**src/hdl/mfbq_ram.sv**
```systemverilog
// Generic single-write, single-read RAM with registered read data.
module mfbq_ram #(
    parameter int WIDTH = 8,
    parameter int DEPTH = 16
) (
    input  logic                     clk,
    input  logic                     we,
    input  logic [$clog2(DEPTH)-1:0] waddr,
    input  logic [WIDTH-1:0]         wdata,
    input  logic [$clog2(DEPTH)-1:0] raddr,
    output logic [WIDTH-1:0]         rdata
);

    logic [WIDTH-1:0] mem [DEPTH];
    logic [WIDTH-1:0] rd_data_reg;

    // Write port and registered read port.
    always_ff @(posedge clk)
    begin
        if (we)
        begin
            mem[waddr] <= wdata;
        end
        rd_data_reg <= mem[raddr];
    end

    assign rdata = rd_data_reg;

endmodule

```
**config.mk**
```make
export PLATFORM = sky130hd
export DESIGN_NAME = mfbq_ram
export DESIGN_NICKNAME = d
export VERILOG_FILES = /design/src/hdl/mfbq_ram.sv
export SDC_FILE = /design/constraint.sdc
export NUM_CORES = 1
export LEC_CHECK = 0
export ABC_AREA = 1
export BUFFER_PORTS_ARGS = -buffer_cell sky130_fd_sc_hd__buf_4
export CAP_MARGIN = 20
export CORE_ASPECT_RATIO = 1.25
export CORE_MARGIN = 1.5
export CORE_UTILIZATION = 50
export CTS_CLUSTER_SIZE = 12
export DETAILED_ROUTE_END_ITERATION = 6
export GPL_ROUTABILITY_DRIVEN = 0
export GPL_TIMING_DRIVEN = 0
export HOLD_SLACK_MARGIN = 0.08
export PLACE_DENSITY = 0.67
export SLEW_MARGIN = 20
export SYNTH_ARGS = -nofsm -noshare
export SYNTH_HDL_FRONTEND = slang
export SYNTH_SLANG_ARGS = --single-unit
```
**constraint.sdc**
```tcl
create_clock -name clk -period 1.61 [get_ports clk]
set_input_delay 0.322 -clock clk [delete_from_list [all_inputs] [get_ports clk]]
set_output_delay 0.322 -clock clk [all_outputs]
set_load 0.05 [all_outputs]
```
==> metrics.md <==
| Metric | Value |
|---|---|
| Status | finished, final reports clean |
| Routed wire length | 13400 um |
| WS Path Type | input pin to register |
| Vias | 3824 |
| Hold slack | 0.244 ns |
| CP Launch Point | waddr[3] |
| Remaining antenna violation count | 0 |
| Max Clock Skew | 0.00552 ns |
| CP Launch Type | input pin |
| Gr usage total | 23.5% |
| Setup tns final | 0 ns |
| Max IR drop VDD | 0.763 mV |
| DR iter-0 viols | 408 |
| Initial core utilization | 51.5% |
| Worst Path Arrival | 1.44 ns |
| Commonest cells in the netlist | nand2_1 (173), edfxtp_1 (128), inv_1 (100) |
| Inserted Diodes | 0 |
| RSZ-0062 raised after global routing | no |
| Synth area leader | edfxtp_1 |
| Post-route non-filler standard cell count | 740 |
| Fin crit period | 1.42 ns |
| Largest net degree at the start of global routing | 17 |
| Comb pwr share | 7.7% |
| Cts repair resizes | 0 |
| Grt ovf | 0 |
| H-tree depth | 4 |
| Mapped Cells | 551 |
| Switching Fraction | 22.3% |
| Sw Pwr | 1.77 mW |
| CP max FO | 8 |
| Clock power share | 42.2% |
| DIE AREA | 0.0122 sq mm |
| Netlist cell types | 12 |
| CP endpoint kind | register |
| Slew headroom | 31.5% |
| Total internal power | 6.17 mW |
| Clk Latency, worst-skew pair | 0.41 ns |
| Tcrit/Tclk final | 88.0% |
| Fmax | 706 MHz |
| Vias/cell | 5.17 |
| Synth area leaders | edfxtp_1 (67%), nand2_1 (11%), nand3_1 (8.4%), inv_1 (6.5%), dfxtp_1 (2.8%) |
| CTS Root Cell | clkbuf_16 |
| Async set or reset register ratio after synthesis | 0% |
| Vias in the first global route | 3628 |
| # Post-CTS Setup Buffers | 0 |
| Part of the power in registers | 50.1% |
| Hold_sp | wdata[4] |
| Row count | 43 |
| Synthesized area | 0.00577 sq mm |
| Max Slew Vio Count | 0 |
| Ports | 26 |
| First-pass GRT wire length | 20400 um |
| Area share of the largest cell type after synthesis | 66.7% |
| Yosys warnings | 0 |
| Syn Nets | 569 |
| IO Port Bufs | 22 |
| Leak | 2.88 nW |
| Area Growth Syn to Fin | 14.6% |
| Most frequent cell after synthesis | nand2_1 |
| Sink Count | 136 |
| DRC Markers | 0 |
| Placed instance count | 708 |
| TritonCTS Buffers | 17 |
| Layout cells sized above 1 | 11.7% |
| Final setup viols | 0 |
| Wire length per cell | 18.2 um |
| Fin. Hold Viols | 0 |
| Die Wd | 99.1 um |
| Core footprint | 0.0112 sq mm |
| EDFF count, synth | 128 |
| Predominant post-synthesis flop cell | edfxtp_1 |
| Final Util | 59.1% |
| Avg Cell Area, Syn | 10.5 sq um |
| DP Wirelength | 8650 um |
| CTS Hold Buffers Added | 0 |
| Fillcell total | 905 |
| Die height | 123 um |
| Clock transition at path regs | 0.06 ns |
| CTS max path bufs | 2 |
| Worst hold path class | input pin to register |
| Synth Register Bits | 136 |
| Layout Nets | 610 |
| Pwr Density | 1200 mW/mm^2 |
| Number of antenna violations at the first check in global routing | 0 |
| Seq/Total Area, Yosys | 69.4% |
| Max-cap violations | 0 |
| Worst Max-Slew Pin Slew | 1.02 ns |
| CP required | 1.64 ns |
| CTS tree | built |
| Worst R2R Start | mem[15][3] |
| DR pass1 iterations | 5 |
[through the flow]
| step | total power [mW] | instance area (sq um) | worst slack (ns) |
|---|---|---|---|
| after floorplan | 4.41 | 5770 | 0.337 |
| after global placement | 4.64 | 6100 | -0.175 |
| final | 7.94 | 6610 | 0.193 |
| after CTS | 7.96 | 6610 | 0.190 |
| after global routing | 8.15 | 6610 | 0.136 |
| after detailed placement | 4.65 | 6100 | -0.237 |
[sequential cells by signal (all words and copies together), names as in the netlist]
register / cells
mem: 128
rdata: 8
[cells in the final DEF, fill, tap and decap left out, drive strengths merged]
master and n:
buf 46, clkbuf 27, clkinv 5, dfxtp 8, edfxtp 128, inv 102
nand2 173, nand3 97, nand3b 2, nor2 17
[logic make-up (layout without fill, tap and decap cells)]
kind of cell,count (synthesis),after routing,synth area share [%]
buf+inv,126,180,9.52
flops,136,136,69.4
simple gates,289,289,21.0
[routing by layer]
layer  wire, um  track usage [%]  vias to the layer above
li1           -                -                     1854
met1       5920             30.7                     1798
met2       6320             37.8                      143
met3        799             4.64                       29
met4        402             11.7                        0
met5          0                0                        -
[critical path: stages]
cell,delay [ns]
buf_4,0.12
nand3b_1,0.22
nor2_1,0.77
[cell type report]
class | instances | area (sq um) | share of cell area [%]
flip-flops and latches | 136 | 4000 | 60.6
multi-input cells | 289 | 1210 | 18.4
clock buffers | 27 | 483 | 7.31
inverters | 102 | 383 | 5.79
well taps | 135 | 169 | 2.56
plain buffers | 24 | 166 | 2.52
repair buffers | 22 | 165 | 2.50
clock inverters | 5 | 25.0 | 0.379
[power groups by stage]
stage / registers (mW) / logic (mW) / clock network, mW
final: 3.98 / 0.608 / 3.36
after global routing: 3.99 / 0.657 / 3.50
after CTS: 3.98 / 0.605 / 3.38
after detailed placement: 4.05 / 0.601 / 0
after global placement: 4.05 / 0.593 / 0
after floorplan: 4.13 / 0.279 / 0
[final timing paths]
path                      to  slack (ns)  cells after the start
setup / recovery   mem[7][0]        0.19                      3
hold / removal    mem[11][4]        0.24                      1
setup reg to reg    rdata[3]        0.57                      6
hold reg to reg     rdata[5]        0.69                      6
Power figures use the tool's default switching activity.
